===== src/sv/tpr_pkg.sv =====
`timescale 1ns / 1ps
// ----------------------------------------------------------------------------
// tpr_pkg
// shared widths, register indexes and the arctangent table of the tilt core
// ----------------------------------------------------------------------------
package tpr_pkg;

	localparam int ADC_BITS         = 10;
	localparam int FS_BITS          = 13;
	localparam int ACC_BITS         = 16;
	localparam int ANG_BITS         = 15;
	localparam int ANGLE_ITERATIONS = 16;
	localparam int TABLE_SIZE       = 24;
	localparam int ANGLE_LIMIT      = 11520;

	// divider: dividend magnitude bits, remainder bits
	localparam int DIV_BITS = 2 * ADC_BITS + FS_BITS + 2;
	localparam int DEN_BITS = ADC_BITS + 1;

	// square root: radicand and root widths
	localparam int SQ_BITS   = 2 * ACC_BITS;
	localparam int RAD_BITS  = SQ_BITS + 16;
	localparam int ROOT_BITS = RAD_BITS / 2;
	localparam int REM_BITS  = ROOT_BITS + 2;

	// vectoring datapath
	localparam int VEC_BITS = ROOT_BITS + 3;
	localparam int Z_BITS   = 25;
	localparam int SH_BITS  = 5;

	localparam int CFG_IDX_BITS  = 3;
	localparam int CFG_DATA_BITS = FS_BITS;

	typedef enum logic [CFG_IDX_BITS-1:0] {
		REG_X_LOW      = 3'd0,
		REG_X_HIGH     = 3'd1,
		REG_Y_LOW      = 3'd2,
		REG_Y_HIGH     = 3'd3,
		REG_Z_LOW      = 3'd4,
		REG_Z_HIGH     = 3'd5,
		REG_FULL_SCALE = 3'd6
	} cfg_reg_t;

	// atan(2^-i) in 2^-16 degree
	localparam logic signed [Z_BITS-1:0] ATAN_TBL [TABLE_SIZE] = '{
		25'sd2949120, 25'sd1740967, 25'sd919879, 25'sd466945,
		25'sd234379, 25'sd117304, 25'sd58666, 25'sd29335,
		25'sd14668, 25'sd7334, 25'sd3667, 25'sd1833,
		25'sd917, 25'sd458, 25'sd229, 25'sd115,
		25'sd57, 25'sd29, 25'sd14, 25'sd7,
		25'sd4, 25'sd2, 25'sd1, 25'sd0
	};

endpackage


===== src/sv/tpr_div_cell.sv =====
`timescale 1ns / 1ps
// ----------------------------------------------------------------------------
// tpr_div_cell
// one quotient bit of a restoring divider
// ----------------------------------------------------------------------------
module tpr_div_cell (
	input  logic                         clk,
	input  logic                         en,
	input  logic [tpr_pkg::DEN_BITS-1:0] den,
	input  logic [tpr_pkg::DIV_BITS-1:0] u_in,
	input  logic [tpr_pkg::DEN_BITS-1:0] rem_in,
	input  logic [tpr_pkg::DIV_BITS-1:0] q_in,
	input  logic                         neg_in,
	output logic [tpr_pkg::DIV_BITS-1:0] u_q,
	output logic [tpr_pkg::DEN_BITS-1:0] rem_q,
	output logic [tpr_pkg::DIV_BITS-1:0] q_q,
	output logic                         neg_q
);

	logic [tpr_pkg::DEN_BITS:0] trial;
	logic                       ge;

	assign trial = {rem_in, u_in[tpr_pkg::DIV_BITS-1]};
	assign ge    = (trial >= {1'b0, den});

	always_ff @(posedge clk) begin
		if (en) begin
			u_q   <= {u_in[tpr_pkg::DIV_BITS-2:0], 1'b0};
			rem_q <= ge ? tpr_pkg::DEN_BITS'(trial - {1'b0, den})
				: trial[tpr_pkg::DEN_BITS-1:0];
			q_q   <= {q_in[tpr_pkg::DIV_BITS-2:0], ge};
			neg_q <= neg_in;
		end
	end

endmodule


===== config.mk =====
export PLATFORM = sky130hd
export DESIGN_NAME = tpr_div_cell
export DESIGN_NICKNAME = d
export VERILOG_FILES = /design/src/sv/tpr_pkg.sv /design/src/sv/tpr_div_cell.sv
export SDC_FILE = /design/constraint.sdc
export NUM_CORES = 1
export LEC_CHECK = 0
export BUFFER_PORTS_ARGS = -buffer_cell sky130_fd_sc_hd__buf_2
export CAP_MARGIN = 15
export CORE_ASPECT_RATIO = 1.5
export CORE_UTILIZATION = 47
export DETAILED_ROUTE_END_ITERATION = 6
export PLACE_DENSITY = 0.8
export SLEW_MARGIN = 20
export SYNTH_ARGS = -nofsm -noshare
export SYNTH_HDL_FRONTEND = slang
export SYNTH_SLANG_ARGS = --single-unit

===== constraint.sdc =====
create_clock -name clk -period 6 [get_ports clk]
set_clock_uncertainty 0.2 [all_clocks]
set_input_delay 0.9 -clock clk [delete_from_list [all_inputs] [get_ports clk]]
set_output_delay 0.9 -clock clk [all_outputs]
set_load 0.05 [all_outputs]

# Word-level counts from Yosys, hierarchy flattened
# Cells that the tools add are included.
[op_classes]
mux = 1
addsub = 1
order_cmp = 1
[ops]
columns = ["op", "count"]
rows = [
  ["12-bit by 11-bit >= comparator with 1-bit output", 1],
  ["11-bit two-way mux", 1],
  ["11-bit subtractor", 1],
]
[totals]
output_inout_bits = 82
in_bits = 95
word_cells = 7
register_bits = 81

# Logic depth before layout (Yosys ltp)
[logic_depth]
depth_word = 2
mapped_depth = 10
mapped_depth_nobuf = 9

# Worst setup path before layout
# Ideal clock, no wire load.
[synth_path]
path_kind = "input port to flip-flop"
from = "input port u_in[34] (netlist bit)"
to = "register rem_q[2] (netlist bit), data pin"
setup_ns = 0.254
required_ns = 5.546
setup_slack_ns = 3.046
path_buffers = 1
arrival_ns = 2.500
path_stages = 10
path_cell_list = "inv_1 > ha_1 > fa_1 > and2b_1 > o21ai_2 > a311oi_2 > o2bb2ai_2 > buf_6 > nand2_1 > o21ai_2"
[synth_between]
elab_chain_cells = 2
elab_cells_between_ends = 3
classes_between = "1 x add/sub; 1 x order compare; 1 x mux"
[synth_rtl]
columns = ["element", "line_no", "rtl"]
rows = [
  ["start: declaration", "tpr_div_cell.sv:10", "input logic [tpr_pkg::DIV_BITS-1:0] u_in,"],
  ["11-bit subtractor or 12-bit by 11-bit >= comparator with 1-bit output (tied branches)", "tpr_div_cell.sv:29, tpr_div_cell.sv:24", ""],
  ["11-bit two-way mux (*)", "tpr_div_cell.sv:29", "rem_q <= ge ? tpr_pkg::DEN_BITS'(trial - {1'b0, den})"],
  ["end signal: assignment", "tpr_div_cell.sv:29", ""],
  ["end: declaration", "tpr_div_cell.sv:15", "output logic [tpr_pkg::DEN_BITS-1:0] rem_q,"],
]
# Every way passes the cells marked *; elsewhere a longest branch is shown, timed or not.
# A chain may end at the register's enable or synchronous reset.

# Worst setup path after layout
[layout_path]
from = "input port u_in[34] (netlist bit)"
to = "register rem_q[4] (netlist bit), data pin"
# The elaborated chain is that of the path after synthesis.

==> metrics.md <==
| Metric | Value |
|---|---|
| Status | finished, final reports clean |
| Die span in x | 69.4 um |
| Crit share post-route | 0.519 |
| Worst vdd rail ir drop | 0.127 mV |
| Die ar. | 7140 sq um |
| Xor-xnor portion of the synthesized cell area | 0.0164 |
| Synth Warn # | 0 |
| Number of global-route vias before repair | 2211 |
| Resized cells post-CTS | 0 |
| Crit-path max FO | 21 |
| Critical path type | primary input to flop |
| HPWL Detailed | 5.98 mm |
| Overall Power | 1.38 mW |
| Avg Vias per Cell | 5.06 |
| Clock Tree Buf Depth | 2 |
| Number of distinct library cells after synthesis | 37 |
| Met1 GRT Util | 0.186 |
| Antenna violations before repair | 0 |
| Routed Antenna Nets | 0 |
| Main combinational cell family by area after synthesis | compound AO/OA/AOI/OAI gates |
| Rows | 36 |
| Worst-path clk slew | 0.08 ns |
| Leak | 1.93 nW |
| Grt met2 use | 0.410 |
| Layout cells sized above 1 | 0.526 |
| Worst Path Required | 5.85 ns |
| Crit. End Element | flop |
| Core area | 6530 sq um |
| Number of flops mapped to enable cells by yosys | 81 |
| Post-route design area | 4300 sq um |
| PortBufs | 174 |
| Hold_buf cts | 0 |
| Synthesized area per cell | 16.6 sq um |
| CTS tree | built |
| Routed len/inst | 16.9 um |
| Slew HR | 0.317 |
| Syn Nets | 300 |
| Inserted Clock Buffers | 9 |
| Power per cell area | 321 nW/um^2 |
| Fin Setup TNS | 0 ns |
| I/O pin cnt | 177 |
| First-pass GRT wire length | 11.0 mm |
| Largest net degree at the start of global routing | 82 |
| Root buffer selected by CTS | clkbuf_8 |
| Hold Vio Cnt, Final | 0 |
| #FFs+latches synth | 81 |
| Fin nets | 482 |
| Startpoint Class | primary input |
| Detailed Route WL | 7.70 mm |
| GR peak layer | met2 |
| Post-CTS Repair Setup Buffers | 0 |
| Post-synthesis sequential area ratio | 0.761 |
| Synth Flop Type | edfxtp_1 |
| Gp weighted congestion | 0.778 |
| Post-DP Area | 4140 sq um |
| Slew Viols, Final | 0 |
| Routed vias | 2306 |
| Worst path arrival time | 2.97 ns |
| Worst min path class | primary input to flop |
| Post-synthesis adder-cell area fraction | 0.0493 |
| Die height | 103 um |
| H-tree lvl count | 3 |
| Drt drc | 0 |
| Ys async rst share | 0 |
| Final setup violation count | 0 |
| Max Clk Rate | 321 MHz |
| Cells after Synth | 193 |
| Clock tree sinks | 81 |
| Proportion of synthesized area in mux cells | 0 |
| Worst slew pin tran | 1.02 ns |
| Initial Util | 0.490 |
| Fin crit period | 3.12 ns |
| Mapped cell area | 3200 sq um |
| Drt first pass iters | 4 |
| Ant. Diodes | 0 |
| Synth Area in Compound Gates | 0.0857 |
| Layout area overhead | 34.4% |
| Drt first-iter violations | 143 |
| Synth Area in Simple Gates | 0.0587 |
| RSZ-0062 raised after global routing | no |
| Maxcap violations | 0 |
| Met3 Use GR | 0.0880 |
| Congestion Overflow GR | 0 |
| GRT Resource Usage Total | 0.211 |
-- path summary, 6_finish.rpt --
| path | from | end | slack [ns] | cells after the start |
|---|---|---|---|---|
| setup / recovery | u_in[34] | rem_q[4] | 2.88 | 9 |
| hold / removal | u_in[12] | u_q[13] | 0.53 | 1 |
-- through the flow --
stage	setup slack, ns	util	std cells	hold slack [ns]
3_5_place_dp	2.51	0.633	440	0.878
3_3_place_gp	2.53	0.633	440	0.877
4_1_cts	2.88	0.658	456	0.511
5_1_grt	2.65	0.658	456	0.509
2_1_floorplan	3.05	-	193	0.799
6_report	2.88	0.658	456	0.529
-- power by group --
group          internal, mW  switching (mW)  total (mW)
clock network         0.147           0.182       0.329
registers             0.682          0.0121       0.694
logic                0.0886           0.268       0.357
total                 0.918           0.462        1.38
-- layout by cell type (no fill, tap or decap), types with 2 or more instances in the layout --
master / count
o21ai_1: 2
clkbuf_8: 9
buf_2: 173
o21ai_0: 3
nand4_1: 3
a21o_1: 2
o211ai_1: 2
nor2b_1: 2
clkinv_2: 3
and3_1: 2
xor2_1: 4
inv_1: 16
xnor2_1: 2
a21oi_1: 6
nand2b_1: 3
edfxtp_1: 81
ha_1: 11
o21ai_2: 8
nor2_1: 5
o31ai_1: 2
nand2_1: 19
-- registers in the layout, indices dropped and copies added, names as in the netlist --
signal and flops:
neg_q 1, rem_q 11, u_q 34, q_q 35
-- layer usage --
layer  wire [um]  vias up  part of all wire
met5           0        -                 0
met4         185        0             0.024
met3         692       13             0.090
met2        4460      109              0.58
met1        2360     1095              0.31
li1            -     1089                 -
-- final cells by class --
type | count | area (sq um)
sequential | 81 | 2430
clock buffer | 10 | 128
timing repair buffer | 174 | 873
clock inverter | 6 | 35.0
multi-input combinational | 93 | 676
tap | 76 | 95.1
fill | 483 | 2230
inverter | 16 | 60.1
-- logic make-up after synthesis --
| logic type | count (synthesis) |
|---|---|
| xor gates and xnor gates | 6 |
| other | 1 |
| adders and majority gates | 12 |
| and+or+nand+nor | 39 |
| buffers and inverters | 19 |
| DFF | 81 |
| AOI/OAI and AO/OA | 35 |
-- critical path, stage by stage --
cell	delay (ns)
buf_2	0.10
inv_1	0.04
ha_1	0.18
fa_1	0.22
and2b_1	0.21
o21ai_2	0.14
a311oi_2	0.16
o2bb2ai_2	0.84
o31ai_1	0.18
-- cell usage after synthesis, types with 3 or more instances --
cell      instances  area, sq um
nor2_1            5         18.8
xor2_1            4         35.0
nand2b_1          3         18.8
inv_1            16         60.1
ha_1             11          138
o21ai_0           3         15.0
edfxtp_1         81         2430
nand4_1           3         18.8
a21oi_1           6         30.0
nand2_1          19         71.3
o21ai_2           8         70.1
(Power assumes the default switching activity.)
