==> src/sv/tpr_pkg.sv <==
`timescale 1ns / 1ps
// ----------------------------------------------------------------------------
// tpr_pkg
// shared widths, register indexes and the arctangent table of the tilt core
// ----------------------------------------------------------------------------
package tpr_pkg;

	localparam int ADC_BITS         = 10;
	localparam int FS_BITS          = 13;
	localparam int ACC_BITS         = 16;
	localparam int ANG_BITS         = 15;
	localparam int ANGLE_ITERATIONS = 16;
	localparam int TABLE_SIZE       = 24;
	localparam int ANGLE_LIMIT      = 11520;

	// divider: dividend magnitude bits, remainder bits
	localparam int DIV_BITS = 2 * ADC_BITS + FS_BITS + 2;
	localparam int DEN_BITS = ADC_BITS + 1;

	// square root: radicand and root widths
	localparam int SQ_BITS   = 2 * ACC_BITS;
	localparam int RAD_BITS  = SQ_BITS + 16;
	localparam int ROOT_BITS = RAD_BITS / 2;
	localparam int REM_BITS  = ROOT_BITS + 2;

	// vectoring datapath
	localparam int VEC_BITS = ROOT_BITS + 3;
	localparam int Z_BITS   = 25;
	localparam int SH_BITS  = 5;

	localparam int CFG_IDX_BITS  = 3;
	localparam int CFG_DATA_BITS = FS_BITS;

	typedef enum logic [CFG_IDX_BITS-1:0] {
		REG_X_LOW      = 3'd0,
		REG_X_HIGH     = 3'd1,
		REG_Y_LOW      = 3'd2,
		REG_Y_HIGH     = 3'd3,
		REG_Z_LOW      = 3'd4,
		REG_Z_HIGH     = 3'd5,
		REG_FULL_SCALE = 3'd6
	} cfg_reg_t;

	// atan(2^-i) in 2^-16 degree
	localparam logic signed [Z_BITS-1:0] ATAN_TBL [TABLE_SIZE] = '{
		25'sd2949120, 25'sd1740967, 25'sd919879, 25'sd466945,
		25'sd234379, 25'sd117304, 25'sd58666, 25'sd29335,
		25'sd14668, 25'sd7334, 25'sd3667, 25'sd1833,
		25'sd917, 25'sd458, 25'sd229, 25'sd115,
		25'sd57, 25'sd29, 25'sd14, 25'sd7,
		25'sd4, 25'sd2, 25'sd1, 25'sd0
	};

endpackage

==> src/sv/tpr_cordic_cell.sv <==
`timescale 1ns / 1ps
// ----------------------------------------------------------------------------
// tpr_cordic_cell
// one vectoring rotation step, driving y toward zero
// ----------------------------------------------------------------------------
module tpr_cordic_cell (
	input  logic                                clk,
	input  logic                                en,
	input  logic [tpr_pkg::SH_BITS-1:0]         shift,
	input  logic signed [tpr_pkg::Z_BITS-1:0]   atan,
	input  logic signed [tpr_pkg::VEC_BITS-1:0] x_in,
	input  logic signed [tpr_pkg::VEC_BITS-1:0] y_in,
	input  logic signed [tpr_pkg::Z_BITS-1:0]   z_in,
	input  logic                                zero_in,
	output logic signed [tpr_pkg::VEC_BITS-1:0] x_q,
	output logic signed [tpr_pkg::VEC_BITS-1:0] y_q,
	output logic signed [tpr_pkg::Z_BITS-1:0]   z_q,
	output logic                                zero_q
);

	logic signed [tpr_pkg::VEC_BITS-1:0] dx;
	logic signed [tpr_pkg::VEC_BITS-1:0] dy;
	logic                                pos;

	// arithmetic shifts round toward minus infinity
	assign dx  = y_in >>> shift;
	assign dy  = x_in >>> shift;
	assign pos = (y_in > 0);

	always_ff @(posedge clk) begin
		if (en) begin
			x_q    <= pos ? x_in + dx : x_in - dx;
			y_q    <= pos ? y_in - dy : y_in + dy;
			z_q    <= pos ? z_in + atan : z_in - atan;
			zero_q <= zero_in;
		end
	end

endmodule

==> config.mk <==
export PLATFORM = sky130hd
export DESIGN_NAME = tpr_cordic_cell
export DESIGN_NICKNAME = d
export VERILOG_FILES = /design/src/sv/tpr_pkg.sv /design/src/sv/tpr_cordic_cell.sv
export SDC_FILE = /design/constraint.sdc
export NUM_CORES = 1
export LEC_CHECK = 0
export BUFFER_PORTS_ARGS = -buffer_cell sky130_fd_sc_hd__buf_2
export CAP_MARGIN = 20
export CORE_ASPECT_RATIO = 1.4
export CORE_UTILIZATION = 40
export CTS_BUF_LIST = sky130_fd_sc_hd__clkbuf_8
export DETAILED_ROUTE_END_ITERATION = 12
export GPL_TIMING_DRIVEN = 0
export HOLD_SLACK_MARGIN = 0.06
export PLACE_DENSITY = 0.59
export RECOVER_POWER = 50
export SYNTH_ARGS = -nofsm -noshare
export SYNTH_HDL_FRONTEND = slang
export SYNTH_SLANG_ARGS = --single-unit
==> constraint.sdc <==
create_clock -name clk -period 14.6 [get_ports clk]
set_clock_uncertainty 0.15 [all_clocks]
set_input_delay 0.73 -clock clk [delete_from_list [all_inputs] [get_ports clk]]
set_output_delay 0.73 -clock clk [all_outputs]
set_load 0.01 [all_outputs]
* Word level (Yosys, flattened, before mapping)
Index checks and enable logic that the tools add are counted.
** Storage, ports and cells
- Bits in registers :: 80
- Bits of input ports :: 112
- Output and inout port bits :: 80
- Word-level logic and storage cells :: 16
** Operators by class
- $add $sub $neg :: 6
- $lt $le $gt $ge :: 1
- Shift-type cells :: 2
- Muxes and demuxes :: 3
** Operator list (count)
- adder 27 bit :: 2
- 2-to-1 mux 27 bit :: 2
- >>> shifter 27 x 5 -> 27 bit :: 2
- subtractor 27 bit :: 2
- > comparator 27 x 1 -> 1 bit, second input constant :: 1
- adder 25 bit :: 1
- 2-to-1 mux 25 bit :: 1
- subtractor 25 bit :: 1

* Depth between registers and ports, before layout
Gate-level depths: netlist of run 1.
- Depth after elaboration :: 3
- Mapped depth :: 25
- Gate-level depth less buffers :: 21

* Least setup slack after synthesis of run 1
OpenSTA, ideal clock, no wires.
- Kind :: input-to-reg
- Start point :: in shift[0] (netlist name)
- End point :: reg y_q[26] (netlist name) (data pin)
- Setup time :: 0.258 ns
- Arrival time :: 5.457 ns
- Data required time :: 14.192 ns
- Setup slack :: 8.736 ns
- Stages :: 21
- Path buffers :: 4
- Cells stage by stage :: buf_6 > buf_2 > buf_2 > buf_2 > mux4_2 > mux2i_1 > mux2i_1 > mux2i_1 > ha_1 > nor2_1 > a21oi_1 > fa_1 > a211oi_1 > nor2_1 > o41ai_1 > o31ai_1 > o31a_1 > o41a_1 > a41o_1 > o41a_1 > xnor2_1
** Between the ends
- Word-level cells in the longest chain between the ends :: 3
- Elaborated cells between the ends (all ways) :: 4
- Those cells by class :: 2 x add/sub; 1 x shift; 1 x mux
** RTL lines
- start: declaration :: RTL line tpr_cordic_cell.sv:9 : input logic [tpr_pkg::SH_BITS-1:0] shift,
- >>> shifter 27 x 5 -> 27 bit * :: RTL line tpr_cordic_cell.sv:27 : assign dy = x_in >>> shift;
- adder 27 bit / subtractor 27 bit (equally long branches) :: RTL line tpr_cordic_cell.sv:33 : y_q <= pos ? y_in - dy : y_in + dy;
- 2-to-1 mux 27 bit * :: RTL line tpr_cordic_cell.sv:33
- end signal: assignment :: RTL line tpr_cordic_cell.sv:33
- end: declaration :: RTL line tpr_cordic_cell.sv:16 : output logic signed [tpr_pkg::VEC_BITS-1:0] y_q,
Mark *: on every way between the ends. The rest lies on a longest branch, timed or not.
A chain may end at the register's enable or synchronous reset.

* Final worst setup path of run 1
Same ends and word-level chain as after synthesis.

==> results.md, run 1 <==
- Starting DRT DRC Count: 610
- DIE WIDTH: 144 um
- Hold Crit Class: in -> reg
- Fraction of registers with async set or reset after synthesis: 0
- Number of buffers inserted to repair setup after CTS: 0
- Leak Pwr: 5.22 nW
- Largest cells by area after synthesis: sky130_fd_sc_hd__edfxtp_1, sky130_fd_sc_hd__mux4_2, sky130_fd_sc_hd__ha_1
- Maximum number of pins on one net before global-route repair: 53
- Synthesized netlist net count: 1412
- Number of storage elements in the synthesis netlist: 80
- Count of instances resized after the clock tree is built: 0
- Worst-path clk slew: 0.10 ns
- Vias: 11100
- H-tree depth: 3
- Total number of yosys warnings: 0
- Start-to-end type of the worst setup path: in -> reg
- Quantity of I/O buffers inserted on ports: 187
- Worst supply voltage drop on vdd: 0.0000437 V
- Die boundary height: 201 um
- Antenna violation net count after detailed routing: 0
- Data arrival time of the critical path: 7.57 ns
- Number of global-route vias before repair: 11000
- Status: complete, but fails checks
- Worst hold-check slack: 0.324 ns
- Worst-path fanout max: 10
- Clock tree buffer depth: 2
- Final-layout fill cell count: 2776
- DRC: 0
- Final global-route overflow total: 0
- TritonCTS buffer count: 9
- Maxcap violations: 2
- Kind of capture point of the worst setup path: flop
- Net switching fraction of the power: 0.426
- Number of antenna violations at the first check in global routing: 1
- Worst slew margin relative to its limit: -0.939
- Period Utilization, post-route: 0.516
- Worst Tran Pin Value: 2.91 ns
- Proportion of power drawn by combinational gates: 0.552
- EDFF count, synth: 80
- Global-route wire length before repair: 67900 um
- Ratio of cells with drive above 1 in the final layout: 0.209
- Area fraction of the dominant cell type after synthesis: 0.213
- Area used by multi-input combinational logic: 8460 um^2
- # clock sinks: 80
- Initial Util: 0.408
- Hold-fix buffers at CTS: 0
- Violations in the final reports: max-capacitance violations, max-slew violations
- Max Clk Rate: 133 MHz
- Mapped cell area: 11300 um^2
- Final setup fails: 0
- Core area: 27700 um^2
- DIE AREA: 28900 um^2
- Register Area: 2400 um^2
- Clock root buffer master: sky130_fd_sc_hd__clkbuf_8
- First-pass iteration count of the detailed router: 5
- Power per unit of standard cell area: 93.0 nW/um^2
- Final total negative setup slack: 0 ns
- Setup repair after global routing missed its margin: false
- Std-Cell Rows: 72
- Reg power frac: 0.295
- Clock share of power: 0.154
- Total detailed-routing wirelength: 46200 um
- Max Transition Viols Final: 83
- Sequential element share of the synthesized area: 0.213
- Post-detail-place hpwl: 36300 um
- Final routed wire length divided by cell count: 25.8 um
- Top_reg_cell synth: sky130_fd_sc_hd__edfxtp_1
- Unique masters post-synth: 88
- Cells after Synth: 1214
- I/O pin count: 192
- Syn_area_per_cell: 9.30 um^2
- Hold Violations, Final: 0
- TritonCTS clock tree: yes
- Cell-internal power: 685 uW
- Reported net switching power: 509 uW
- Worst endpoint required time: 14.63 ns
- RD Place Congestion: 0.992
- Post-layout minimum cycle time: 7.54 ns
- Number of nets in the finished design: 1611
- P&R area growth vs syn: 13.7%
- Global-route usage over all layers: 0.325
- Via density: 6.20
- Synth area leader: sky130_fd_sc_hd__edfxtp_1
- Setup crit start kind: primary input
through the flow:
| stage | worst slack, ns | utilization | instances | cell area (um^2) | power [mW] |
|---|---|---|---|---|---|
| final | 7.06 | 0.464 | 1789 | 12800 | 1.19 |
| after global routing | 6.75 | 0.464 | 1789 | 12800 | 1.27 |
| after CTS | 7.13 | 0.467 | 1788 | 12900 | 1.20 |
| after detailed placement | 6.67 | 0.460 | 1772 | 12700 | 1.02 |
| after global placement | 6.67 | 0.459 | 1771 | 12700 | 1.01 |
| after floorplan | 8.74 | - | 1214 | 11300 | 0.801 |
cell usage after synthesis, drive strengths merged, types with 19 or more instances:
library cell	count
o21ai	71
inv	34
xor2	55
nor2b	19
nand2	99
a21oi	93
a21o	34
mux4	67
nor3	24
ha	83
xnor2	78
mux2i	43
buf	26
edfxtp	80
clkbuf	29
nand2b	26
nor2	98
nand3	21
critical path: stages:
cell	delay [ns]
sky130_fd_sc_hd__buf_2	0.15
sky130_fd_sc_hd__buf_6	0.23
sky130_fd_sc_hd__buf_2	0.38
sky130_fd_sc_hd__buf_2	0.46
sky130_fd_sc_hd__buf_2	0.42
sky130_fd_sc_hd__mux2i_1	0.73
sky130_fd_sc_hd__mux2i_1	0.28
sky130_fd_sc_hd__mux2i_1	0.38
sky130_fd_sc_hd__ha_1	0.29
sky130_fd_sc_hd__nor2_1	0.11
sky130_fd_sc_hd__a21oi_1	0.10
sky130_fd_sc_hd__fa_1	0.52
sky130_fd_sc_hd__a211oi_1	0.24
sky130_fd_sc_hd__nor2_1	0.13
sky130_fd_sc_hd__o41ai_1	0.60
sky130_fd_sc_hd__o31ai_1	0.31
sky130_fd_sc_hd__o31a_1	0.41
sky130_fd_sc_hd__o41a_1	0.35
sky130_fd_sc_hd__a41o_1	0.27
sky130_fd_sc_hd__o41a_1	0.32
sky130_fd_sc_hd__xnor2_1	0.14
cells by family (layout without fill, tap and decap cells):
| group | count (synthesis) | after routing | share of synthesized area |
|---|---|---|---|
| flops | 80 | 80 | 0.213 |
| buf+inv | 89 | 293 | 0.0381 |
| compound gates | 339 | 339 | 0.200 |
| xor+xnor | 133 | 133 | 0.103 |
| fa+ha+maj | 86 | 86 | 0.0973 |
| other cells | 0 | 1 | 0 |
| simple gates | 361 | 361 | 0.160 |
| mux | 126 | 126 | 0.188 |
layout make-up:
cell class / count / share of cell area
repair buffers: 188 / 0.0694
inverters: 34 / 0.00994
well taps: 370 / 0.0360
diodes: 1 / 0.000195
clock inverters: 7 / 0.00536
multi-input cells: 1045 / 0.659
flip-flops and latches: 80 / 0.187
plain buffers: 55 / 0.0236
clock buffers: 9 / 0.00965
path summary, 6_finish.rpt:
path / startpoint / slack [ns] / cells after the start / to
worst max-delay path: shift[0] / 7.06 / 21 / y_q[26]$_DFFE_PP_
worst min-delay path: zero_in / 0.32 / 1 / zero_q$_DFFE_PP_
layer usage:
metal  track usage  vias to the layer above  share of wire
met5             0                        -              0
met4         0.191                        0          0.061
met3        0.0539                      144          0.057
met2         0.565                      490           0.49
met1         0.369                     5397           0.39
li1              -                     5061              -
power groups by stage:
stage	clock network [mW]	logic (mW)	registers, mW
final	0.184	0.659	0.352
after global routing	0.194	0.718	0.359
after CTS	0.189	0.663	0.351
after detailed placement	0	0.660	0.356
after global placement	0	0.655	0.356
after floorplan	0	0.411	0.390
registers in the layout, summed over array words and instances (netlist names):
signal,flops
x_q,27
zero_q,1
y_q,27
z_q,25
cells in the final DEF (no fill, tap or decap), drive strengths merged, types with 11 or more instances in the layout:
cell    netlist  final
a211oi       13     13
a21o         34     34
a21oi        93     93
a31oi        13     13
buf          26    174
clkbuf       29     78
edfxtp       80     80
ha           83     83
inv          34     36
mux2         16     16
mux2i        43     43
mux4         67     67
nand2        99     99
nand2b       26     26
nand3        21     21
nor2         98     98
nor2b        19     19
nor3         24     24
nor4         12     12
o21a         12     12
o21ai        71     71
o22ai        13     13
or2          11     11
xnor2        78     78
xor2         55     55
(Power assumes the default switching activity.)
==> inputs of run 2 (changes only) <==
Settings changed: PLACE_DENSITY 0.59 to 0.61.
Clock period 14.6 ns to 6.4 ns, I/O delays scaled along.
==> results.md, run 2 (synthesized netlist as in run 1, its figures left out) <==
- Worst-path fanout max: 19 (+9)
- Cell area after placement: 12700 um^2 (unchanged)
- TritonCTS buffer count: 9 (unchanged)
- Hold Violations, Final: 0 (unchanged)
- Quantity of I/O buffers inserted on ports: 187 (unchanged)
- Worst Tran Pin Value: 3.08 ns (+0.176 ns)
- Biggest regs: x_q x27, y_q x27, z_q x25
- Maximum number of pins on one net before global-route repair: 56 (+5.7%)
- Maxcap violations: 2 (unchanged)
- Status: complete, but fails checks
- Post-detail-place hpwl: 35900 um (-1.3%)
- Starting DRT DRC Count: 933 (+53%)
- RD Place Congestion: 1.02 (+2.8%)
- # clock sinks: 80 (unchanged)
- Violations in the final reports: max-capacitance violations, max-slew violations
- Worst slew margin relative to its limit: -1.06 (-0.117)
- Global-route wire length before repair: 66900 um (-1.6%)
- First-pass iteration count of the detailed router: 5 (unchanged)
- H-tree depth: 3 (unchanged)
- Most common library cell in the layout ignoring fill and taps: sky130_fd_sc_hd__buf_2
- Number of antenna violations at the first check in global routing: 1 (unchanged)
- I/O pin count: 192 (unchanged)
- Worst endpoint required time: 6.45 ns (-8.18 ns)
- Final routed wire length divided by cell count: 25.4 um (-1.4%)
- Std-Cell Rows: 72 (unchanged)
- Final global-route overflow total: 0 (unchanged)
- Number of global-route vias before repair: 10900 (-0.75%)
- TritonCTS clock tree: yes
- Vias: 11200 (+0.69%)
- Total detailed-routing wirelength: 45500 um (-1.5%)
- Initial Util: 0.408 (unchanged)
- DIE AREA: 28900 um^2 (unchanged)
- Power per unit of standard cell area: 213 nW/um^2 (+130%)
- Kind of capture point of the worst setup path: flop
- Clock tree buffer depth: 2 (unchanged)
- Die boundary height: 201 um (unchanged)
- Clock root buffer master: sky130_fd_sc_hd__clkbuf_8
- Antenna violation net count after detailed routing: 0 (unchanged)
- Hold Crit Class: in -> reg
- Post-route cell area: 12900 um^2 (+0.56%)
- Core area: 27700 um^2 (unchanged)
- Number of buffers inserted to repair setup after CTS: 0 (unchanged)
- Setup crit start kind: primary input
- Start-to-end type of the worst setup path: in -> reg
- Leak Pwr: 5.25 nW (+0.51%)
- Data arrival time of the critical path: 6.23 ns (-1.34 ns)
- Most frequent cells in the layout: sky130_fd_sc_hd__buf_2, sky130_fd_sc_hd__nand2_1, sky130_fd_sc_hd__nor2_1
- Setup repair after global routing missed its margin: false
- Global-route usage over all layers: 0.319 (-0.00635)
- P&R area growth vs syn: 14.3%
- DIE WIDTH: 144 um (unchanged)
- Placed Cells incl. Taps: 1772 (unchanged)
- Max Transition Viols Final: 83 (unchanged)
- DRC: 0 (unchanged)
- Post-layout minimum cycle time: 6.19 ns
- Ratio of cells with drive above 1 in the final layout: 0.214 (+0.00564)
- Final setup fails: 0 (unchanged)
- Non-filler cells, final: 1788 (-0.056%)
- Worst-path clk slew: 0.09 ns (about the same)
- Count of inserted antenna diode cells: 0 (-1)
- Number of nets in the finished design: 1611 (unchanged)
- Period Utilization, post-route: 0.967
- Via density: 6.25 (+0.75%)
- Worst supply voltage drop on vdd: 0.000108 V (+150%)
- Max Clk Rate: 162 MHz
- Final total negative setup slack: 0 ns (unchanged)
- Worst hold-check slack: 0.106 ns (-0.218 ns)
run 2: cell types whose count changed in the layout (fill, tap and decap cells not counted), sizes merged:
| cell | change |
|---|---|
| inv | -1 |
| dlygate4sd3 | +1 |
| buf | -3 |
| bufinv | +1 |
| clkbuf | +2 |
| diode | -1 |
run 2: where the power goes:
group	switching (mW)	internal [mW]
registers	0.0326	0.770
clock network	0.229	0.216
logic	0.889	0.619
run 2: layout make-up:
cell class,count,area [um^2]
Fill cell,2787,14700
Multi-Input combinational cell,1045,8500
Sequential cell,80,2400
Timing Repair Buffer,189,901
Tap cell,370,463
Buffer,54,307
Inverter,34,128
Clock buffer,9,124
Clock inverter,7,87.6
run 2: worst max-delay path, cell delays in order:
cell                       delay, ns
sky130_fd_sc_hd__buf_2          0.15
sky130_fd_sc_hd__buf_6          0.30
sky130_fd_sc_hd__buf_6          0.25
sky130_fd_sc_hd__buf_2          0.38
sky130_fd_sc_hd__nor3_1         0.13
sky130_fd_sc_hd__mux2i_1        0.54
sky130_fd_sc_hd__a21o_1         0.27
sky130_fd_sc_hd__mux2_2         0.22
sky130_fd_sc_hd__ha_1           0.20
sky130_fd_sc_hd__and3_1         0.38
sky130_fd_sc_hd__nand2b_1       0.14
sky130_fd_sc_hd__nand2b_1       0.22
sky130_fd_sc_hd__mux2i_1        0.15
sky130_fd_sc_hd__o21ai_0        0.11
sky130_fd_sc_hd__ha_1           0.45
sky130_fd_sc_hd__and4_1         0.27
sky130_fd_sc_hd__nor2b_1        0.23
sky130_fd_sc_hd__nor4b_1        0.34
sky130_fd_sc_hd__or2_2          0.21
sky130_fd_sc_hd__a31oi_1        0.14
sky130_fd_sc_hd__o211a_1        0.26
sky130_fd_sc_hd__or3_1          0.40
sky130_fd_sc_hd__xnor2_1        0.14
run 2: through the flow:
step	utilization	setup slack, ns	power [mW]
floorplan	-	0.946	1.83
global placement	0.459	-1.02	2.30
detailed placement	0.460	-1.05	2.32
CTS	0.469	0.119	2.78
global route	0.467	0.000727	2.93
finish	0.467	0.214	2.76
run 2: timing repair:
| action | 4_1_cts | 5_1_grt |
|---|---|---|
| resized for setup | 4 | 12 |
| hold endpoints to repair | 1 | 0 |
| pin swaps | 0 | 0 |
| endpoints found under the setup margin | 7 | 6 |
| cloned | 0 | 0 |
| hold buffers | 1 | 0 |
run 2: final timing paths:
path  slack, ns           endpoint     start  depth (start not counted)
max        0.21  y_q[23]$_DFFE_PP_  shift[0]                         23
min        0.11   y_q[0]$_DFFE_PP_   y_in[0]                          2
run 2: metal layers:
layer | wire (um) | up-vias | global-route usage
met5 | 15 | - | 0
met4 | 2750 | 2 | 0.197
met3 | 2960 | 124 | 0.0532
met2 | 22600 | 495 | 0.549
met1 | 17200 | 5478 | 0.362
li1 | - | 5070 | -
