File: config.mk
export PLATFORM = sky130hd
export DESIGN_NAME = tpr_sqrt_cell
export DESIGN_NICKNAME = d
export VERILOG_FILES = /design/src/sv/tpr_pkg.sv /design/src/sv/tpr_sqrt_cell.sv
export SDC_FILE = /design/constraint.sdc
export NUM_CORES = 1
export LEC_CHECK = 0
export BUFFER_PORTS_ARGS = -buffer_cell sky130_fd_sc_hd__buf_2
export CAP_MARGIN = 40
export CORE_MARGIN = 4
export CORE_UTILIZATION = 52
export DETAILED_ROUTE_END_ITERATION = 12
export HOLD_SLACK_MARGIN = 0.03
export MAX_ROUTING_LAYER = met4
export PLACE_DENSITY = 0.95
export SYNTH_ARGS = -nofsm -noshare
export SYNTH_HDL_FRONTEND = slang
export SYNTH_SLANG_ARGS = --single-unit
File: constraint.sdc
create_clock -name clk -period 3.86 [get_ports clk]
set_input_delay 0.579 -clock clk [delete_from_list [all_inputs] [get_ports clk]]
set_output_delay 0.579 -clock clk [all_outputs]
set_load 0.01 [all_outputs]
File: src/sv/tpr_pkg.sv
`timescale 1ns / 1ps
// ----------------------------------------------------------------------------
// tpr_pkg
// shared widths, register indexes and the arctangent table of the tilt core
// ----------------------------------------------------------------------------
package tpr_pkg;

	localparam int ADC_BITS         = 10;
	localparam int FS_BITS          = 13;
	localparam int ACC_BITS         = 16;
	localparam int ANG_BITS         = 15;
	localparam int ANGLE_ITERATIONS = 16;
	localparam int TABLE_SIZE       = 24;
	localparam int ANGLE_LIMIT      = 11520;

	// divider: dividend magnitude bits, remainder bits
	localparam int DIV_BITS = 2 * ADC_BITS + FS_BITS + 2;
	localparam int DEN_BITS = ADC_BITS + 1;

	// square root: radicand and root widths
	localparam int SQ_BITS   = 2 * ACC_BITS;
	localparam int RAD_BITS  = SQ_BITS + 16;
	localparam int ROOT_BITS = RAD_BITS / 2;
	localparam int REM_BITS  = ROOT_BITS + 2;

	// vectoring datapath
	localparam int VEC_BITS = ROOT_BITS + 3;
	localparam int Z_BITS   = 25;
	localparam int SH_BITS  = 5;

	localparam int CFG_IDX_BITS  = 3;
	localparam int CFG_DATA_BITS = FS_BITS;

	typedef enum logic [CFG_IDX_BITS-1:0] {
		REG_X_LOW      = 3'd0,
		REG_X_HIGH     = 3'd1,
		REG_Y_LOW      = 3'd2,
		REG_Y_HIGH     = 3'd3,
		REG_Z_LOW      = 3'd4,
		REG_Z_HIGH     = 3'd5,
		REG_FULL_SCALE = 3'd6
	} cfg_reg_t;

	// atan(2^-i) in 2^-16 degree
	localparam logic signed [Z_BITS-1:0] ATAN_TBL [TABLE_SIZE] = '{
		25'sd2949120, 25'sd1740967, 25'sd919879, 25'sd466945,
		25'sd234379, 25'sd117304, 25'sd58666, 25'sd29335,
		25'sd14668, 25'sd7334, 25'sd3667, 25'sd1833,
		25'sd917, 25'sd458, 25'sd229, 25'sd115,
		25'sd57, 25'sd29, 25'sd14, 25'sd7,
		25'sd4, 25'sd2, 25'sd1, 25'sd0
	};

endpackage

File: src/sv/tpr_sqrt_cell.sv
`timescale 1ns / 1ps
// ----------------------------------------------------------------------------
// tpr_sqrt_cell
// one root bit of a digit-by-digit integer square root
// ----------------------------------------------------------------------------
module tpr_sqrt_cell (
	input  logic                          clk,
	input  logic                          en,
	input  logic [tpr_pkg::RAD_BITS-1:0]  rad_in,
	input  logic [tpr_pkg::REM_BITS-1:0]  rem_in,
	input  logic [tpr_pkg::ROOT_BITS-1:0] root_in,
	output logic [tpr_pkg::RAD_BITS-1:0]  rad_q,
	output logic [tpr_pkg::REM_BITS-1:0]  rem_q,
	output logic [tpr_pkg::ROOT_BITS-1:0] root_q
);

	logic [tpr_pkg::REM_BITS+1:0] rem_t;
	logic [tpr_pkg::REM_BITS+1:0] trial;
	logic                         ge;

	assign rem_t = {rem_in, rad_in[tpr_pkg::RAD_BITS-1 -: 2]};
	assign trial = {2'b00, root_in, 2'b01};
	assign ge    = (rem_t >= trial);

	always_ff @(posedge clk) begin
		if (en) begin
			rad_q  <= {rad_in[tpr_pkg::RAD_BITS-3:0], 2'b00};
			rem_q  <= ge ? tpr_pkg::REM_BITS'(rem_t - trial) : rem_t[tpr_pkg::REM_BITS-1:0];
			root_q <= {root_in[tpr_pkg::ROOT_BITS-2:0], ge};
		end
	end

endmodule

# Yosys cells after proc, flatten, opt, wreduce, memory -nomap -nowiden
# Index checks and enable logic that the tools add are counted.
# W data, S select, Z words.
# word_totals
word_cells	6
in_bits	100
out_inout_bits	98
mem_bits_rw	0
latch_bits	0
n_memories	0
ff_bits	96
mem_bits_ro	0
# op_classes
muxes	1
bitwise_logic	0
reduce_logical	0
n_lt_le_gt_ge	1
mul	0
shift	0
div	0
add_sub_neg	1
eq_ne	0
# ops
op	count
$ge A28 B26 Y1	1
$mux W26	1
$sub A26 B26 Y26	1

# Logic depth before layout (Yosys ltp)
# Gate-level depths: netlist of run 1.
# depth
word_depth	2
mapped_depth	11
depth_no_buf	10

# Least setup slack after synthesis of run 1
# Ideal clock, no wire load.
# synth_path
kind	in2reg
startpoint	input root_in[0] (netlist bit)
endpoint	register rem_q[10] (netlist bit), data pin
setup_ns	0.260
arrival_ns	2.576
stages	11
path_buffers	1
slack_ns	1.024
required_time_ns	3.600
path_cell_list	inv_1 > ha_1 > nand2b_1 > a211o_1 > a21oi_2 > o211ai_2 > a31oi_2 > nor2_2 > o21ai_4 > buf_12 > mux2_4
# synth_between
elab_chain_cells	2
word_cells_on_any_way	3
cone_classes	1 x add/sub; 1 x order compare; 1 x mux
# synth_rtl
item	line_no	rtl
from (decl)	tpr_sqrt_cell.sv:11	input logic [tpr_pkg::ROOT_BITS-1:0] root_in,
$sub A26 B26 Y26 or $ge A28 B26 Y1 (tied branches)	tpr_sqrt_cell.sv:28, tpr_sqrt_cell.sv:23	
$mux W26 (*)	tpr_sqrt_cell.sv:28	rem_q <= ge ? tpr_pkg::REM_BITS'(rem_t - trial) : rem_t[tpr_pkg::REM_BITS-1:0];
to (signal assigned)	tpr_sqrt_cell.sv:28	
to (decl)	tpr_sqrt_cell.sv:13	output logic [tpr_pkg::REM_BITS-1:0] rem_q,
# Mark *: on every way between the ends. The rest lies on a longest branch, timed or not.
# A chain may end at the register's enable or synchronous reset.

# Worst setup path in the final report of run 1
# layout_path
startpoint	input root_in[0] (netlist bit)
endpoint	register rem_q[7] (netlist bit), data pin
# The elaborated chain is that of the path after synthesis.

==> impl_metrics.tcl, run 1 <==
set metrics [dict create \
    layout-drive-gt1-share 0.438 \
    grt_pass1_wl_um 17200 \
    ys_types 50 \
    vias_per_cell 5.41 \
    place.port_buffers 195 \
    yosysTopAreaCell "edfxtp_1" \
    dp_slack_ns 0.707 \
    area.sequential_um2 2880 \
    final_core_util 0.684 \
    power_density_nw_per_um2 420 \
    die-area_um2 10700 \
    cts_resized 0 \
    fmax_mhz 362 \
    fp.dieH_um 103 \
    setup_tns_ns 0 \
    hold_end "rad_q[23]" \
    place.gp.congestion 0.880 \
    grt_pass1_vias 3709 \
    end_kind "flop" \
    clock_path_buffers 2 \
    area_growth_pct 26.8 \
    avgRoutedWirePerCell_um 17.5 \
    drtIter0Drc 158 \
    hold_viol 0 \
    worstPathArrival_ns 2.89 \
    drv_slew 0 \
    total_power_uw 2510 \
    yosys.area.top_type_share 0.610 \
    cts-root-buf "clkbuf_8" \
    status "complete, no violations" \
    setup_viol 0 \
    start_util 0.539 \
    dp.cells 647 \
    synth_warnings 0 \
    synth-async-reset-ratio 0 \
    die_w_um 103 \
    synth_edf_count 96 \
    routed_wl_um 11600 \
    antenna_found_initial 0 \
    fin_cells 663 \
    grt_max_degree 52 \
    fillers 615 \
    syn_area_um2 4730 \
    fin_crit_ns 2.76 \
    overflow 0 \
    rsz0062_at_grt "false" \
    cts_made_buffers 9 \
    rows 34 \
    grtUsageTotal 0.218 \
    slew_headroom 0.603 \
    finalNetCount 676 \
    drc 0 \
    worst_pin_slew_ns 0.596 \
    ys_top_cells_by_area "edfxtp_1, ha_1, mux2_4" \
    syn-instance-count 345 \
    hold_class "input port to flop" \
    path_class "input port to flop" \
    postCtsHoldBufs 0 \
    postCtsSetupRepairBufs 0 \
    diodes 0 \
    ir_drop_mv 0.171 \
    seq_area_frac_synth 0.610 \
    whs_path_depth 1 \
    fin_crit_sh 0.715 \
    multi_input_area_um2 1670 \
    ioPinCount 198 \
    avgSynthCellArea_um2 13.7 \
    firstDrtPassIters 5 \
    yosysMostFrequentCell "edfxtp_1" \
    yosys_register_bits 96 \
    fin_ws_ns 1.10 \
    max_cap_viol_count 0 \
    ant_nets 0 \
    synthTopCellsByCount "edfxtp_1, inv_1, ha_1, a21oi_1, nand2_1" \
    cts_tree "yes" \
    h-tree-depth 3 \
    synthFlopType "edfxtp_1" \
    core_um2 8760 \
    num_vias 3589 \
    holdCritStartpoint "rad_in[21]" \
    critPathMaxFanout 17 \
    dpl.hpwl_um 9250 \
    leakage_uw 0.00276 \
    cp.required_ns 3.99 \
    crit_path_start_kind "input port" \
    path_clk_slew_ns 0.10 \
    cts.sinks 96 \
]
registers in the layout, summed over array words and instances (netlist names):
register  cells
rad_q        46
rem_q        26
root_q       24
through the flow:
stage / area (um2) / hold WS, ns
final: 5990 / 0.377
after detailed placement: 5810 / 0.757
after global routing: 5990 / 0.360
after global placement: 5810 / 0.756
after floorplan: 4730 / 0.678
after CTS: 5990 / 0.370
routing by layer:
layer / up-vias / GRT usage / wire (um) / part of all wire
met4: 0 / 0.101 / 342 / 0.030
met1: 1695 / 0.216 / 3960 / 0.34
li1: 1685 / - / - / -
met2: 175 / 0.404 / 6300 / 0.54
met5: - / - / 0 / 0
met3: 34 / 0.0490 / 986 / 0.085
worst max path at each step:
stage                          start  depth (start not counted)   endpoint
final                     root_in[0]                         12   rem_q[7]
after CTS                 root_in[0]                         12   rem_q[2]
after detailed placement  root_in[0]                         12   rem_q[6]
after floorplan           root_in[0]                         11  rem_q[10]
after global placement    root_in[0]                         12   rem_q[2]
after global routing      root_in[0]                         12   rem_q[2]
power by group:
group          internal [uW]  leakage [uW]  switching, uW
Clock                    248     0.0000957            388
Sequential              1280      0.000940           27.5
Combinational            271       0.00173            304
worst max-delay path, stage by stage:
cell and delay (ns):
buf_2 0.09, inv_1 0.04, ha_1 0.36, nand2b_1 0.10, a211o_1 0.29, a21oi_2 0.18, o211ai_2 0.11, a31oi_2 0.23
nor2_2 0.09, o21ai_4 0.15, buf_4 0.30, mux2_2 0.37
layout make-up:
class / count / share of cell area
Inverter: 30 / 0.0188
Clock inverter: 7 / 0.0102
Sequential cell: 96 / 0.481
Timing Repair Buffer: 199 / 0.168
Clock buffer: 9 / 0.0207
Multi-Input combinational cell: 214 / 0.278
Tap cell: 108 / 0.0225
kinds of logic after synthesis:
group	Yosys count	synth area share
buffers and inverters	36	0.0376
multiplexers	24	0.0694
flip-flops	96	0.610
XOR/XNOR	23	0.0426
AO/OA/AOI/OAI	72	0.101
AND/OR/NAND/NOR	67	0.0696
other	1	0.000794
adder cells (fa/ha/maj)	26	0.0688
placed cells by master, fill, tap and decap left out, types with 3 or more instances in the layout:
cell type,instances
a211oi_1,6
a21o_1,6
a21oi_1,21
and2_1,3
and3_1,3
buf_2,194
buf_4,5
clkbuf_8,9
edfxtp_1,96
ha_1,26
inv_1,30
mux2_2,6
mux2_4,16
nand2_1,21
nand2b_1,3
nor2_1,16
nor2b_1,3
nor3_1,6
o21a_1,3
o21ai_0,15
xnor2_1,13
xor2_1,10
No activity file was read; power rests on OpenSTA's default activity.
==> inputs of run 2 (changes only) <==
CORE_UTILIZATION = 48   (was 52)
PLACE_DENSITY = 0.9   (was 0.95)
clock period = 2.8 ns   (was 3.86 ns; I/O delays follow)
==> run 2 against run 1 <==
Routed wire length down 0.76%. Sequential cell count is the same. Sequential power grew 38%. Largest power group unchanged. Clock-buffer cell count is the same. Clock power is 35% higher. Global-route usage fell by 1.5 points.
==> impl_metrics.tcl, run 2 (synthesized netlist as in run 1, its figures left out) <==
set metrics [dict create \
    total_power_uw 3490 \
    drc 0 \
    layout_common_cells "buf_2, edfxtp_1, inv_1" \
    critPathMaxFanout 18 \
    setup_viol 0 \
    area_growth_pct 30.8 \
    die-area_um2 11500 \
    drtIter0Drc 139 \
    place.gp.congestion 0.874 \
    end_kind "flop" \
    reg_top3 "rad_q x46, rem_q x26, root_q x24" \
    die_w_um 107 \
    grt_pass1_vias 3663 \
    fp.dieH_um 107 \
    ir_drop_mv 0.244 \
    num_vias 3606 \
    antenna_found_initial 0 \
    clock_path_buffers 2 \
    max_cap_viol_count 0 \
    dpl.hpwl_um 9310 \
    place.port_buffers 195 \
    fillers 689 \
    ioPinCount 198 \
    wl_met2_um 6380 \
    overflow 0 \
    vias_per_cell 5.14 \
    dr_wl_met3_um 786 \
    path_class "input port to flop" \
    ant_nets 0 \
    hold_class "input port to flop" \
    final_common_cell "buf_2" \
    postCtsSetupRepairBufs 0 \
    h-tree-depth 3 \
    grt_max_degree 63 \
    top_layer "met4" \
    status "complete, no violations" \
    cts_tree "yes" \
    power_density_nw_per_um2 565 \
    fin_crit_sh 0.882 \
    drv_slew 0 \
    grtUsageTotal 0.203 \
    finalNetCount 694 \
    routed_wl_um 11500 \
    cts.sinks 96 \
    diodes 0 \
    postCtsHoldBufs 0 \
    rows 35 \
    core_um2 9420 \
    cts_resized 0 \
    avgRoutedWirePerCell_um 16.4 \
    worstPathArrival_ns 2.59 \
    path_clk_slew_ns 0.10 \
    fmax_mhz 405 \
    largest_register_ffs 46 \
    layout-drive-gt1-share 0.455 \
    cts_made_buffers 9 \
    leakage_uw 0.00286 \
    rsz0062_at_grt "false" \
    crit_path_start_kind "input port" \
    firstDrtPassIters 4 \
    wl_met1_um 4170 \
    cts-root-buf "clkbuf_8" \
    top_register "rad_q" \
    hold_viol 0 \
    fin_crit_ns 2.47 \
    final_core_util 0.656 \
    grt_pass1_wl_um 17700 \
    cp.required_ns 2.92 \
    start_util 0.502 \
]
run 2: final cells by class:
| cell class | instances | area [um2] | share of cell area |
|---|---|---|---|
| Sequential cell | 96 | 2880 | 0.466 |
| Tap cell | 129 | 161 | 0.0261 |
| Clock buffer | 9 | 124 | 0.0200 |
| Multi-Input combinational cell | 214 | 1670 | 0.270 |
| Timing Repair Buffer | 217 | 1170 | 0.189 |
| Inverter | 30 | 113 | 0.0182 |
| Clock inverter | 7 | 61.3 | 0.00992 |
run 2: power breakdown:
group	internal, uW	total [uW]	switching (uW)
Sequential	1760	1800	37.5
Clock	342	862	520
Combinational	407	832	425
run 2: worst max-delay path: stages:
cell,delay (ns)
buf_2,0.09
inv_1,0.04
ha_1,0.37
nand2_1,0.11
o21ai_0,0.29
a31oi_1,0.19
a31oi_2,0.24
nor2_2,0.08
o21ai_4,0.18
buf_12,0.20
mux2_2,0.36
run 2: worst paths after layout:
path / slack [ns] / start / depth (start not counted) / end
max: 0.33 / root_in[13] / 11 / rem_q[6]
min: 0.22 / rad_in[36] / 1 / rad_q[38]
run 2: metrics by stage:
| step | worst slack (ns) | setup TNS (ns) | hold WS (ns) | cells | cell area (um2) |
|---|---|---|---|---|---|
| 6_report | 0.330 | 0 | 0.222 | 702 | 6180 |
| 4_1_cts | 0.344 | 0 | 0.209 | 702 | 6180 |
| 5_1_grt | 0.137 | 0 | 0.199 | 702 | 6180 |
| 3_3_place_gp | -0.0114 | -0.0114 | 0.597 | 686 | 5990 |
| 2_1_floorplan | 0.123 | 0 | 0.519 | 346 | 4730 |
| 3_5_place_dp | -0.0429 | -0.305 | 0.598 | 686 | 5990 |
run 2: layer usage:
| metal | track usage | vias to the layer above |
|---|---|---|
| li1 | - | 1728 |
| met2 | 0.380 | 141 |
| met5 | - | - |
| met1 | 0.214 | 1722 |
| met3 | 0.0427 | 15 |
| met4 | 0.0584 | 0 |
==> inputs of run 3 (changes only) <==
ABC_CLOCK_PERIOD_IN_PS = 2800   (was not set)
CELL_PAD_IN_SITES_DETAIL_PLACEMENT = 0   (was not set)
CELL_PAD_IN_SITES_GLOBAL_PLACEMENT = 1   (was not set)
CORE_UTILIZATION = 37   (was 48)
==> run 3 against run 2 <==
Critical path depth rose by 1. First-iteration DRC count is 15% higher. Sequential power hardly changed. Sequential share of layout area decreased by 1.7 points. Sequential cell count unchanged. Non-clock buffer count up 2. Highest routed layer unchanged.
==> impl_metrics.tcl, run 3 (synthesized netlist as in run 1, its figures left out) <==
set metrics [dict create \
    drc 0 \
    cts.sinks 96 \
    fin_cells 747 \
    drv_slew 0 \
    grt_max_degree 62 \
    max_cap_viol_count 0 \
    top_register "rad_q" \
    fin_crit_ns 2.46 \
    overflow 0 \
    swShare 0.242 \
    seq_power_share 0.446 \
    avgRoutedWirePerCell_um 15.1 \
    path_clk_slew_ns 0.07 \
    fin_crit_sh 0.880 \
    layout_common_cells "buf_2, edfxtp_1, inv_1" \
    crit_path_max_incr_delay_ns 0.34 \
    crit_path_start_kind "input port" \
    path_buf_inv 3 \
    ir_drop_mv 0.231 \
    worstPathArrival_ns 2.56 \
    place.port_buffers 195 \
    start_util 0.376 \
    dpl.hpwl_um 9080 \
    firstDrtPassIters 4 \
    cts_resized 0 \
    leakage_uw 0.00295 \
    grt_pass1_vias 3570 \
    clock_path_buffers 2 \
    final_common_cell "buf_2" \
    cp.required_ns 2.89 \
    area_growth_pct 35.8 \
    reg_top3 "rad_q x46, rem_q x26, root_q x24" \
    layout-drive-gt1-share 0.458 \
    critPathTopFamily "compound AO/OA/AOI/OAI gates" \
    critPathMaxFanout 13 \
    vias_per_cell 4.71 \
    drtIter0Drc 160 \
    slew_headroom 0.660 \
    grtUsageTotal 0.156 \
    h-tree-depth 3 \
    fillers 1131 \
    hold_class "input port to flop" \
    dp.cells 731 \
    num_vias 3522 \
    power_density_nw_per_um2 626 \
    finalNetCount 696 \
    die_w_um 121 \
    critical_path.cell_chain "buf_2, inv_1, ha_1, nand2b_1, a211o_1, a21oi_2, o211ai_2, a31oi_2, nor2_2, o21ai_4, buf_12, mux2_2" \
    cts_made_buffers 9 \
    worst_pin_slew_ns 0.509 \
    rsz0062_at_grt "false" \
    hold_viol 0 \
    path_class "input port to flop" \
    status "complete, no violations" \
    end_kind "flop" \
    postCtsSetupRepairBufs 0 \
    place.gp.congestion 0.838 \
    ant_nets 0 \
    grt_pass1_wl_um 17300 \
    p_switching_uw 972 \
    slowest_stage "mux2_2" \
    core_um2 12600 \
    cp-startpoint "root_in[0]" \
    pwr-share-comb 0.208 \
    clkPwrFrac 0.346 \
    largest_register_ffs 46 \
    ioPinCount 198 \
    routed_wl_um 11300 \
    holdCritStartpoint "rad_in[43]" \
    cts-root-buf "clkbuf_16" \
    rows 41 \
    postCtsHoldBufs 0 \
    antenna_found_initial 1 \
    cts_tree "yes" \
    fp.dieH_um 121 \
    die-area_um2 14600 \
    p_int_uw 3050 \
    setup_viol 0 \
    total_power_uw 4020 \
    fmax_mhz 406 \
]
==> run 3: cell types whose count changed in the layout (fill, tap and decap cells not counted), sizes merged <==
| cell | change |
|---|---|
| buf | +2 |
| bufinv | +3 |
| diode | +1 |
| inv | -3 |
| clkinv | -1 |
==> run 3: path summary, 6_finish.rpt <==
kind	end	slack, ns	cells after the start
min	rad_q[45]	0.25	1
max	rem_q[5]	0.34	12
==> run 3: layout make-up <==
cell class | instances | area [um2] | area share
Inverter | 30 | 113 | 0.0175
Timing Repair Buffer | 219 | 1200 | 0.186
Antenna cell | 1 | 2.50 | 0.000390
Clock inverter | 6 | 116 | 0.0181
Tap cell | 172 | 215 | 0.0335
Multi-Input combinational cell | 214 | 1670 | 0.260
Clock buffer | 9 | 225 | 0.0351
Sequential cell | 96 | 2880 | 0.449
==> run 3: layer usage <==
layer,GRT usage,up-vias,share of wire
li1,-,1728,-
met1,0.172,1628,0.39
met2,0.268,144,0.50
met3,0.0406,22,0.082
met4,0.0673,0,0.025
met5,-,-,0
==> run 3: metrics by stage <==
step / setup TNS (ns) / setup WS (ns) / utilization / instance area [um2] / hold slack [ns]
6_report: 0 / 0.337 / 0.511 / 6420 / 0.250
5_1_grt: 0 / 0.142 / 0.511 / 6420 / 0.229
4_1_cts: 0 / 0.326 / 0.511 / 6420 / 0.237
3_5_place_dp: -0.129 / -0.0294 / 0.483 / 6080 / 0.599
3_3_place_gp: 0 / 0.0224 / 0.483 / 6080 / 0.597
2_1_floorplan: 0 / 0.123 / - / 4730 / 0.519
==> run 3: power by group through the flow <==
stage	clock network, uW	registers (uW)	logic, uW
6_report	1390	1790	836
5_1_grt	1500	1800	921
4_1_cts	1440	1790	850
3_3_place_gp	0	1820	834
3_5_place_dp	0	1820	847
2_1_floorplan	0	1910	390
